`src/saturating_stopwatch_defines.svh`:
```
// assertion macros shared by the stopwatch modules
`ifndef SATURATING_STOPWATCH_DEFINES_SVH
`define SATURATING_STOPWATCH_DEFINES_SVH

// same-cycle implication, checked on clk outside reset
`define SW_ASSERT_IMP(name, ante, cons, msg) \
	name: assert property (@(posedge clk) disable iff (!arst_n) (ante) |-> (cons)) \
		else $error(msg);

// next-cycle implication, checked on clk outside reset
`define SW_ASSERT_NXT(name, ante, cons, msg) \
	name: assert property (@(posedge clk) disable iff (!arst_n) (ante) |=> (cons)) \
		else $error(msg);

`endif

```
`src/sw_pkg.sv`:
```
`default_nettype none

package sw_pkg;

	// tick counter width and field widths
	localparam int TICK_BITS  = 32;
	localparam int TOTAL_W    = 29;
	localparam int HOURS_W    = 7;
	localparam int MINUTES_W  = 6;
	localparam int SECONDS_W  = 6;
	localparam int MILLIS_W   = 10;
	localparam int CENTIS_W   = 7;
	localparam int SUM_W      = ((TICK_BITS > TOTAL_W) ? TICK_BITS : TOTAL_W) + 1;

	// remainder widths after each split
	localparam int REMH_W = 22;
	localparam int REMM_W = 16;

	// stream widths
	localparam int S_TDATA_W = 32;
	localparam int S_TUSER_W = 2;
	localparam int RES_W     = TOTAL_W + 1 + CENTIS_W + MILLIS_W + SECONDS_W + MINUTES_W
		+ HOURS_W;
	localparam int M_TDATA_W = ((RES_W + 7) / 8) * 8;

	// limits
	localparam logic [TOTAL_W-1:0] LIMIT_MAX   = 29'd359999999;
	localparam logic [TOTAL_W-1:0] LIMIT_RESET = 29'd35999999;

	// divisors
	localparam logic [TOTAL_W-1:0] MS_PER_HOUR = 29'd3600000;
	localparam logic [REMH_W-1:0]  MS_PER_MIN  = 22'd60000;
	localparam logic [REMM_W-1:0]  MS_PER_SEC  = 16'd1000;

	// reciprocals, floor(2^shift / divisor); estimate is exact or one low
	localparam logic [7:0] HOUR_RECIP = 8'd149;
	localparam int         HOUR_SHIFT = 29;
	localparam logic [6:0] MIN_RECIP  = 7'd69;
	localparam int         MIN_SHIFT  = 22;
	localparam logic [6:0] SEC_RECIP  = 7'd65;
	localparam int         SEC_SHIFT  = 16;
	// exact divide by ten for values below 1029
	localparam logic [7:0] TEN_RECIP  = 8'd205;
	localparam int         TEN_SHIFT  = 11;

	localparam int HP_W = TOTAL_W + 8;
	localparam int PM_W = REMH_W + 7;
	localparam int PS_W = REMM_W + 7;
	localparam int PC_W = MILLIS_W + 8;

	// output queue
	localparam int FIFO_DEPTH = 16;
	localparam int FIFO_PTR_W = $clog2(FIFO_DEPTH);
	localparam int FIFO_CNT_W = $clog2(FIFO_DEPTH + 1);

	typedef enum logic [1:0] {
		OP_REFRESH = 2'd0,
		OP_START   = 2'd1,
		OP_STOP    = 2'd2,
		OP_CLEAR   = 2'd3
	} op_t;

	// state snapshot handed to the converter
	typedef struct packed {
		logic               running;
		logic [TOTAL_W-1:0] total;
	} snap_t;

	// result, last field in the lowest bits
	typedef struct packed {
		logic [TOTAL_W-1:0]   total_ms;
		logic                 running_flag;
		logic [CENTIS_W-1:0]  centis;
		logic [MILLIS_W-1:0]  millis;
		logic [SECONDS_W-1:0] seconds;
		logic [MINUTES_W-1:0] minutes;
		logic [HOURS_W-1:0]   hours;
	} res_t;

endpackage

`default_nettype wire

```
`src/sw_conv.sv`:
```
`default_nettype none
`include "saturating_stopwatch_defines.svh"

module sw_conv import sw_pkg::*; (
	input  logic  clk,
	input  logic  arst_n,
	input  logic  in_valid,
	input  snap_t in_snap,
	output logic  out_valid,
	output res_t  out_res
);

	logic [9:0] v_q;

	snap_t snap_s1, snap_s2, snap_s3, snap_s4, snap_s5;
	snap_t snap_s6, snap_s7, snap_s8, snap_s9, snap_s10;

	logic [HP_W-1:0]      ph_s1;
	logic [HOURS_W-1:0]   qh_s2;
	logic [TOTAL_W-1:0]   qdh_s2;
	logic [HOURS_W-1:0]   hours_s3, hours_s4, hours_s5, hours_s6, hours_s7;
	logic [HOURS_W-1:0]   hours_s8, hours_s9, hours_s10;
	logic [REMH_W-1:0]    remh_s3, remh_s4, remh_s5;
	logic [PM_W-1:0]      pm_s4;
	logic [MINUTES_W-1:0] qm_s5;
	logic [REMH_W-1:0]    qdm_s5;
	logic [MINUTES_W-1:0] minutes_s6, minutes_s7, minutes_s8, minutes_s9, minutes_s10;
	logic [REMM_W-1:0]    remm_s6, remm_s7, remm_s8;
	logic [PS_W-1:0]      ps_s7;
	logic [SECONDS_W-1:0] qs_s8;
	logic [REMM_W-1:0]    qds_s8;
	logic [SECONDS_W-1:0] seconds_s9, seconds_s10;
	logic [MILLIS_W-1:0]  millis_s9, millis_s10;
	logic [PC_W-1:0]      pc_s10;

	logic [HOURS_W-1:0]   qh_d;
	logic [TOTAL_W-1:0]   dh_d;
	logic [MINUTES_W-1:0] qm_d;
	logic [REMH_W-1:0]    dm_d;
	logic [SECONDS_W-1:0] qs_d;
	logic [REMM_W-1:0]    ds_d;

	// stage valids
	always_ff @(posedge clk or negedge arst_n) begin
		if (!arst_n) begin
			v_q <= '0;
		end else begin
			v_q <= {v_q[8:0], in_valid};
		end
	end

	// quotient estimates and remainders
	always_comb begin
		qh_d = ph_s1[HOUR_SHIFT +: HOURS_W];
		dh_d = snap_s2.total - qdh_s2;
		qm_d = pm_s4[MIN_SHIFT +: MINUTES_W];
		dm_d = remh_s5 - qdm_s5;
		qs_d = ps_s7[SEC_SHIFT +: SECONDS_W];
		ds_d = remm_s8 - qds_s8;
	end

	// split pipeline: each split is product, back-multiply, correct
	always_ff @(posedge clk) begin
		// hours
		snap_s1 <= in_snap;
		ph_s1   <= HP_W'(in_snap.total) * HP_W'(HOUR_RECIP);

		snap_s2 <= snap_s1;
		qh_s2   <= qh_d;
		qdh_s2  <= TOTAL_W'(qh_d) * MS_PER_HOUR;

		snap_s3 <= snap_s2;
		if (dh_d >= MS_PER_HOUR) begin
			hours_s3 <= qh_s2 + HOURS_W'(1);
			remh_s3  <= REMH_W'(dh_d - MS_PER_HOUR);
		end else begin
			hours_s3 <= qh_s2;
			remh_s3  <= REMH_W'(dh_d);
		end

		// minutes
		snap_s4  <= snap_s3;
		hours_s4 <= hours_s3;
		remh_s4  <= remh_s3;
		pm_s4    <= PM_W'(remh_s3) * PM_W'(MIN_RECIP);

		snap_s5  <= snap_s4;
		hours_s5 <= hours_s4;
		remh_s5  <= remh_s4;
		qm_s5    <= qm_d;
		qdm_s5   <= REMH_W'(qm_d) * MS_PER_MIN;

		snap_s6  <= snap_s5;
		hours_s6 <= hours_s5;
		if (dm_d >= MS_PER_MIN) begin
			minutes_s6 <= qm_s5 + MINUTES_W'(1);
			remm_s6    <= REMM_W'(dm_d - MS_PER_MIN);
		end else begin
			minutes_s6 <= qm_s5;
			remm_s6    <= REMM_W'(dm_d);
		end

		// seconds
		snap_s7    <= snap_s6;
		hours_s7   <= hours_s6;
		minutes_s7 <= minutes_s6;
		remm_s7    <= remm_s6;
		ps_s7      <= PS_W'(remm_s6) * PS_W'(SEC_RECIP);

		snap_s8    <= snap_s7;
		hours_s8   <= hours_s7;
		minutes_s8 <= minutes_s7;
		remm_s8    <= remm_s7;
		qs_s8      <= qs_d;
		qds_s8     <= REMM_W'(qs_d) * MS_PER_SEC;

		snap_s9    <= snap_s8;
		hours_s9   <= hours_s8;
		minutes_s9 <= minutes_s8;
		if (ds_d >= MS_PER_SEC) begin
			seconds_s9 <= qs_s8 + SECONDS_W'(1);
			millis_s9  <= MILLIS_W'(ds_d - MS_PER_SEC);
		end else begin
			seconds_s9 <= qs_s8;
			millis_s9  <= MILLIS_W'(ds_d);
		end

		// centiseconds
		snap_s10    <= snap_s9;
		hours_s10   <= hours_s9;
		minutes_s10 <= minutes_s9;
		seconds_s10 <= seconds_s9;
		millis_s10  <= millis_s9;
		pc_s10      <= PC_W'(millis_s9) * PC_W'(TEN_RECIP);
	end

	// result assembly
	always_comb begin
		out_valid            = v_q[9];
		out_res.hours        = hours_s10;
		out_res.minutes      = minutes_s10;
		out_res.seconds      = seconds_s10;
		out_res.millis       = millis_s10;
		out_res.centis       = pc_s10[TEN_SHIFT +: CENTIS_W];
		out_res.running_flag = snap_s10.running;
		out_res.total_ms     = snap_s10.total;
	end

	`SW_ASSERT_IMP(a_split_in_range, out_valid, out_res.minutes < 6'd60 && out_res.seconds < 6'd60 && out_res.millis < 10'd1000, "split field out of range")
	`SW_ASSERT_IMP(a_hours_bound, out_valid, out_res.hours <= 7'd99 && out_res.centis <= 7'd99, "hours or centis out of range")

endmodule

`default_nettype wire

```
`src/saturating_stopwatch.sv`:
```
// saturating stopwatch
// requests arrive on the s_ channel: s_tuser carries the operation (refresh, start,
// stop, clear) and s_tdata the current free-running millisecond tick. every request
// gives exactly one result on the m_ channel with the elapsed count split into
// hours, minutes, seconds, milliseconds and centiseconds, the running flag and the
// raw count. the limit register is written through cfg_we / cfg_wdata; the user must
// write it only while idle, the block itself does not enforce this. a result passes
// the snapshot register, the split pipeline and the output queue before m_tvalid
// rises. the state update is one add and compare, so a request is taken every cycle
// while s_tready is high. the split runs through a ten-stage reciprocal-multiply
// pipeline into a 16-entry output queue; s_tready drops once 16 requests are
// outstanding (accepted but not yet taken from the m_ side).
// when the receiver stalls the queue fills and s_tready falls, no result is lost;
// full rate is held whenever m_tready stays high.
// reset: limit 35999999 ms, count zero, stopped, base tick zero, queue empty.
`default_nettype none
`include "saturating_stopwatch_defines.svh"

module saturating_stopwatch import sw_pkg::*; (
	input  logic                 clk,
	input  logic                 arst_n,
	input  logic                 cfg_we,
	input  logic [TOTAL_W-1:0]   cfg_wdata,
	input  logic                 s_tvalid,
	output logic                 s_tready,
	// now_tick [31:0]
	input  logic [S_TDATA_W-1:0] s_tdata,
	// operation [1:0]
	input  logic [S_TUSER_W-1:0] s_tuser,
	output logic                 m_tvalid,
	input  logic                 m_tready,
	// hours [6:0], minutes [12:7], seconds [18:13], millis [28:19], centis [35:29],
	// running_flag [36], total_ms [65:37], zeros above
	output logic [M_TDATA_W-1:0] m_tdata
);

	logic [TOTAL_W-1:0]   limit_q;
	logic [TOTAL_W-1:0]   elapsed_q;
	logic                 running_q;
	logic [TICK_BITS-1:0] base_q;

	logic                 s_acc;
	op_t                  op;
	logic [TICK_BITS-1:0] now_t;
	logic [TOTAL_W-1:0]   lim;
	logic [TICK_BITS-1:0] delta;
	logic [SUM_W-1:0]     sum;
	logic                 sat;

	logic [TOTAL_W-1:0]   elapsed_d;
	logic                 running_d;
	logic [TICK_BITS-1:0] base_d;

	logic  valid_s1;
	snap_t snap_s1;

	logic conv_valid;
	res_t conv_res;

	res_t                  fifo_q [FIFO_DEPTH];
	logic [FIFO_PTR_W-1:0] wr_ptr_q;
	logic [FIFO_PTR_W-1:0] rd_ptr_q;
	logic [FIFO_CNT_W-1:0] fifo_cnt_q;
	logic [FIFO_CNT_W-1:0] cnt_q;
	logic                  pop;

	assign s_acc = s_tvalid & s_tready;
	assign op    = op_t'(s_tuser);
	assign now_t = s_tdata[TICK_BITS-1:0];

	// limit register
	always_ff @(posedge clk or negedge arst_n) begin
		if (!arst_n) begin
			limit_q <= LIMIT_RESET;
		end else if (cfg_we) begin
			limit_q <= cfg_wdata;
		end
	end

	// next state per operation: accumulate and saturate, start, stop, clear
	always_comb begin
		lim   = (limit_q > LIMIT_MAX) ? LIMIT_MAX : limit_q;
		delta = (op == OP_START) ? '0 : now_t - base_q;
		sum   = SUM_W'(elapsed_q) + SUM_W'(delta);
		sat   = sum >= SUM_W'(lim);

		elapsed_d = elapsed_q;
		running_d = running_q;
		base_d    = base_q;
		unique case (op)
			OP_REFRESH: begin
				if (running_q) begin
					base_d = now_t;
					if (sat) begin
						elapsed_d = lim;
						running_d = 1'b0;
					end else begin
						elapsed_d = sum[TOTAL_W-1:0];
					end
				end
			end
			OP_START: begin
				base_d = now_t;
				if (sat) begin
					elapsed_d = lim;
					running_d = 1'b0;
				end else begin
					running_d = 1'b1;
				end
			end
			OP_STOP: begin
				running_d = 1'b0;
			end
			OP_CLEAR: begin
				running_d = 1'b0;
				elapsed_d = '0;
			end
		endcase
	end

	// stopwatch state
	always_ff @(posedge clk or negedge arst_n) begin
		if (!arst_n) begin
			elapsed_q <= '0;
			running_q <= 1'b0;
			base_q    <= '0;
		end else if (s_acc) begin
			elapsed_q <= elapsed_d;
			running_q <= running_d;
			base_q    <= base_d;
		end
	end

	// snapshot stage
	always_ff @(posedge clk or negedge arst_n) begin
		if (!arst_n) begin
			valid_s1 <= 1'b0;
		end else begin
			valid_s1 <= s_acc;
		end
	end

	always_ff @(posedge clk) begin
		snap_s1.running <= running_d;
		snap_s1.total   <= elapsed_d;
	end

	// time split pipeline
	sw_conv u_conv (
		.clk       (clk),
		.arst_n    (arst_n),
		.in_valid  (valid_s1),
		.in_snap   (snap_s1),
		.out_valid (conv_valid),
		.out_res   (conv_res)
	);

	// output queue storage
	always_ff @(posedge clk) begin
		if (conv_valid) begin
			fifo_q[wr_ptr_q] <= conv_res;
		end
	end

	assign pop = m_tvalid & m_tready;

	// queue pointers and outstanding request count
	always_ff @(posedge clk or negedge arst_n) begin
		if (!arst_n) begin
			wr_ptr_q   <= '0;
			rd_ptr_q   <= '0;
			fifo_cnt_q <= '0;
			cnt_q      <= '0;
		end else begin
			if (conv_valid) begin
				wr_ptr_q <= wr_ptr_q + FIFO_PTR_W'(1);
			end
			if (pop) begin
				rd_ptr_q <= rd_ptr_q + FIFO_PTR_W'(1);
			end
			fifo_cnt_q <= fifo_cnt_q + FIFO_CNT_W'(conv_valid) - FIFO_CNT_W'(pop);
			cnt_q      <= cnt_q + FIFO_CNT_W'(s_acc) - FIFO_CNT_W'(pop);
		end
	end

	assign s_tready = cnt_q < FIFO_CNT_W'(FIFO_DEPTH);
	assign m_tvalid = fifo_cnt_q != '0;
	assign m_tdata  = M_TDATA_W'(fifo_q[rd_ptr_q]);

	`SW_ASSERT_IMP(a_credit_bound, 1'b1,
		cnt_q <= FIFO_CNT_W'(FIFO_DEPTH), "outstanding requests exceed queue depth")
	`SW_ASSERT_IMP(a_queue_within_credit, 1'b1,
		fifo_cnt_q <= cnt_q, "queue holds more results than requests")
	`SW_ASSERT_IMP(a_count_in_range, 1'b1,
		elapsed_q <= LIMIT_MAX, "elapsed count above maximum limit")
	`SW_ASSERT_NXT(a_clear_stops, s_acc && op == OP_CLEAR,
		!running_q && elapsed_q == '0, "clear did not stop and zero")

endmodule

`default_nettype wire

```
`config.mk`:
```
export PLATFORM = sky130hd
export DESIGN_NAME = saturating_stopwatch
export DESIGN_NICKNAME = d
export VERILOG_FILES = /design/src/sw_pkg.sv /design/src/sw_conv.sv /design/src/saturating_stopwatch.sv
export VERILOG_INCLUDE_DIRS = /design/src /design/src/src
export SDC_FILE = /design/constraint.sdc
export NUM_CORES = 2
export LEC_CHECK = 0
export ABC_AREA = 1
export BUFFER_PORTS_ARGS = -buffer_cell sky130_fd_sc_hd__buf_2
export CORE_ASPECT_RATIO = 1.75
export CORE_UTILIZATION = 34
export CTS_BUF_LIST = sky130_fd_sc_hd__clkbuf_2
export DETAILED_ROUTE_END_ITERATION = 8
export PLACE_DENSITY = 0.53
export SKIP_CTS_REPAIR_TIMING = 1
export SKIP_LAST_GASP = 1
export SYNTH_ARGS = -nofsm -noshare
export SYNTH_HDL_FRONTEND = slang
export SYNTH_SLANG_ARGS = --single-unit
```
`constraint.sdc`:
```
create_clock -name clk -period 15.3 [get_ports clk]
set_input_delay 1.53 -clock clk [delete_from_list [all_inputs] [get_ports clk]]
set_output_delay 1.53 -clock clk [all_outputs]
set_load 0.01 [all_outputs]
```
==> flow_summary.yaml <==
clock_network:
  path_clk_slew_ns: 0.11
  cts_tree: "built"
  clock-sinks: 1740
  htree_levels: 5
  clk_latency_ns: 1.60
  cts-root-buf: "clkbuf_2"
  clockBufferDepth: 4
  numCtsBuffers: 394
global_routing:
  grt-ovfl-total: 0
  grt_pass1_vias: 53610
  grt_pass1_wl_mm: 311
  antenna_found_initial: 19
  grtUsageTotal_pct: 17.8
  grt_max_degree: 215
layout:
  mostFrequentLayoutCells: "edfxtp_1, nand2_1, nor2_1, inv_1, o21ai_0"
  final_layout_size_suffix_gt1_share_pct: 13.0
  final_util_pct: 37.6
  num-nets-final: 7969
  area_growth_pct: 9.75
  reg_top3: "fifo_q (1008), base_q (32)"
  top_register: "fifo_q"
  largest_register_ffs: 1008
  final_common_cell: "edfxtp_1"
synthesis:
  synth_ff_type: "edfxtp_1"
  synthAdderAreaFrac_pct: 12.2
  synth.distinct_cells: 68
  avgSynthCellArea_sq_um: 11.1
  yosys_warnings: 0
  synth_top_cell_by_area: "edfxtp_1"
  ys_ff_latch: 1740
  synth_edf_count: 1008
  muxShareOfSynthArea_pct: 0.161
  synth_top_area_share_pct: 39.4
  netlist_instances: 6913
  synth-simple-area-share_pct: 10.4
  synth_compound_area_share_pct: 10.7
  syn_area_sq_mm: 0.0769
  synth_top_family_by_area: "adder cells"
  synth_xor_area_share_pct: 2.31
  ys_async_sr_fraction_pct: 6.90
  synthTopCellsByArea: "edfxtp_1, dfxtp_1, ha_1"
  ys_seq_area_share_pct: 59.2
worst_hold_path:
  min_to: "u_conv.snap_s5[19]"
  holdCritPathClass: "flop to flop"
  hold_start: "u_conv.snap_s4[19]"
  holdPathStages: 0
critical_path:
  r2r-start: "base_q[0]"
  cp_cell_sequence: "buf_4, buf_12, buf_4, buf_4, o21ai_0, o221ai_1, nand3_1, nand2_1, buf_2"
  reg2reg_slack_ns: 9.06
  reg2regPathDepth: 35
  cpMostUsedCell: "buf_4"
  crit_buf_inv: 5
  max_stage_delay_ns: 0.94
  crit_required_ns: 13.77
  worstSetupPathType: "flop to output pin"
  cp_max_fo: 170
  setup.worst_path.end_class: "output pin"
  arrival_ns: 6.85
  r2r-end: "elapsed_q[9]"
  cp_top_family: "buffers and inverters"
  cp-start-kind: "flop"
  slowest_stage: "buf_4"
status:
  status: "completed"
place:
  routabilityCongestion: 0.887
  place.detailed.hpwl_mm: 129
  portBuffers: 135
timing:
  fmaxAchievable_ghz: 0.119
  finalSetupViolCount: 0
  fin_crit_ns: 8.38
  skew_ns: 0.189
  hold_violations: 0
  worstMarginPinSlew_ns: 1.31
  slew_headroom_pct: 13.0
  rsz0062_at_grt: "false"
  fin_setup_tns_ns: 0
  slew_violations: 0
  min_period_over_period_pct: 54.8
  hold_slack_ns: 0.152
detailed_routing:
  first_iter_violations: 2733
  drc_errors: 0
  dr.pass1.iters: 7
  routed_wirelength_mm: 205
  vias_per_cell: 4.96
  wl_per_cell_um: 19.6
  vias: 51955
  ant_nets: 0
floorplanning:
  die_w_um: 362
  dieHeight_um: 631
  core_sq_mm: 0.224
  row_count: 230
  start_util_pct: 34.3
  dieArea_sq_mm: 0.228
  io_pins: 142
flow_run:
  maxCapViolCount: 0
==> worst max-delay path by stage <==
stage | start | to | slack [ns] | depth (start not counted)
2_1_floorplan | s_tdata[0] | elapsed_q[7] | 9.17 | 37
3_3_place_gp | s_tdata[0] | elapsed_q[28] | 7.97 | 38
3_5_place_dp | s_tdata[0] | elapsed_q[6] | 7.81 | 38
4_1_cts | rd_ptr_q[0] | m_tdata[50] | 6.62 | 9
5_1_grt | rd_ptr_q[0] | m_tdata[60] | 6.38 | 9
6_report | rd_ptr_q[0] | m_tdata[59] | 6.92 | 9
==> cells in the mapped netlist, types with 30 or more instances <==
library cell     n
nand3_2         30
nor2_1         736
nand2_1        804
a21oi_1        283
nand3_1        182
inv_1          716
edfxtp_1      1008
o22ai_1         74
fa_1           142
o221ai_1       180
clkbuf_1       233
dfrtp_1        106
ha_1           522
o211ai_1        84
xor2_1         150
xnor2_1         51
nand4_1         31
dfxtp_1        612
o21ai_0        670
==> logic make-up (layout without fill, tap and decap cells) <==
family,count (synthesis),count (layout)
muxes,11,11
adders and majority gates,664,664
buffers and inverters,1003,1640
other,1,17
xor gates and xnor gates,202,202
AOI/OAI and AO/OA,1400,1400
DFF,1740,1740
and+or+nand+nor,1892,1892
==> final cells by class <==
type	instances	area, sq um
diodes	11	27.5
clock buffers	590	2950
clock inverters	124	673
fillers	22162	140000
inverters	734	2770
multi-input cells	4175	27600
flip-flops and latches	1740	45600
well taps	2900	3630
repair buffers	192	1160
==> per-stage QoR <==
step / setup slack (ns) / cells / area, sq um
after floorplan: 9.17 / 6918 / 76900
after global placement: 7.97 / 9740 / 80700
after detailed placement: 7.81 / 9740 / 80700
after CTS: 6.62 / 10454 / 84400
after global routing: 6.38 / 10461 / 84400
final: 6.92 / 10466 / 84400
==> routing by layer <==
metal	vias to the layer above	GRT usage, %	share of wire (%)	wire (um)
met5	-	0	0.029	59
met4	8	9.15	4.8	9820
met3	449	2.58	4.0	8150
met2	1246	34.5	55	112000
met1	25444	18.2	37	74900
li1	24808	-	-	-
Power is not shown: default switching activity piles up to over one toggle a cycle in this logic, so the estimate is an artifact.
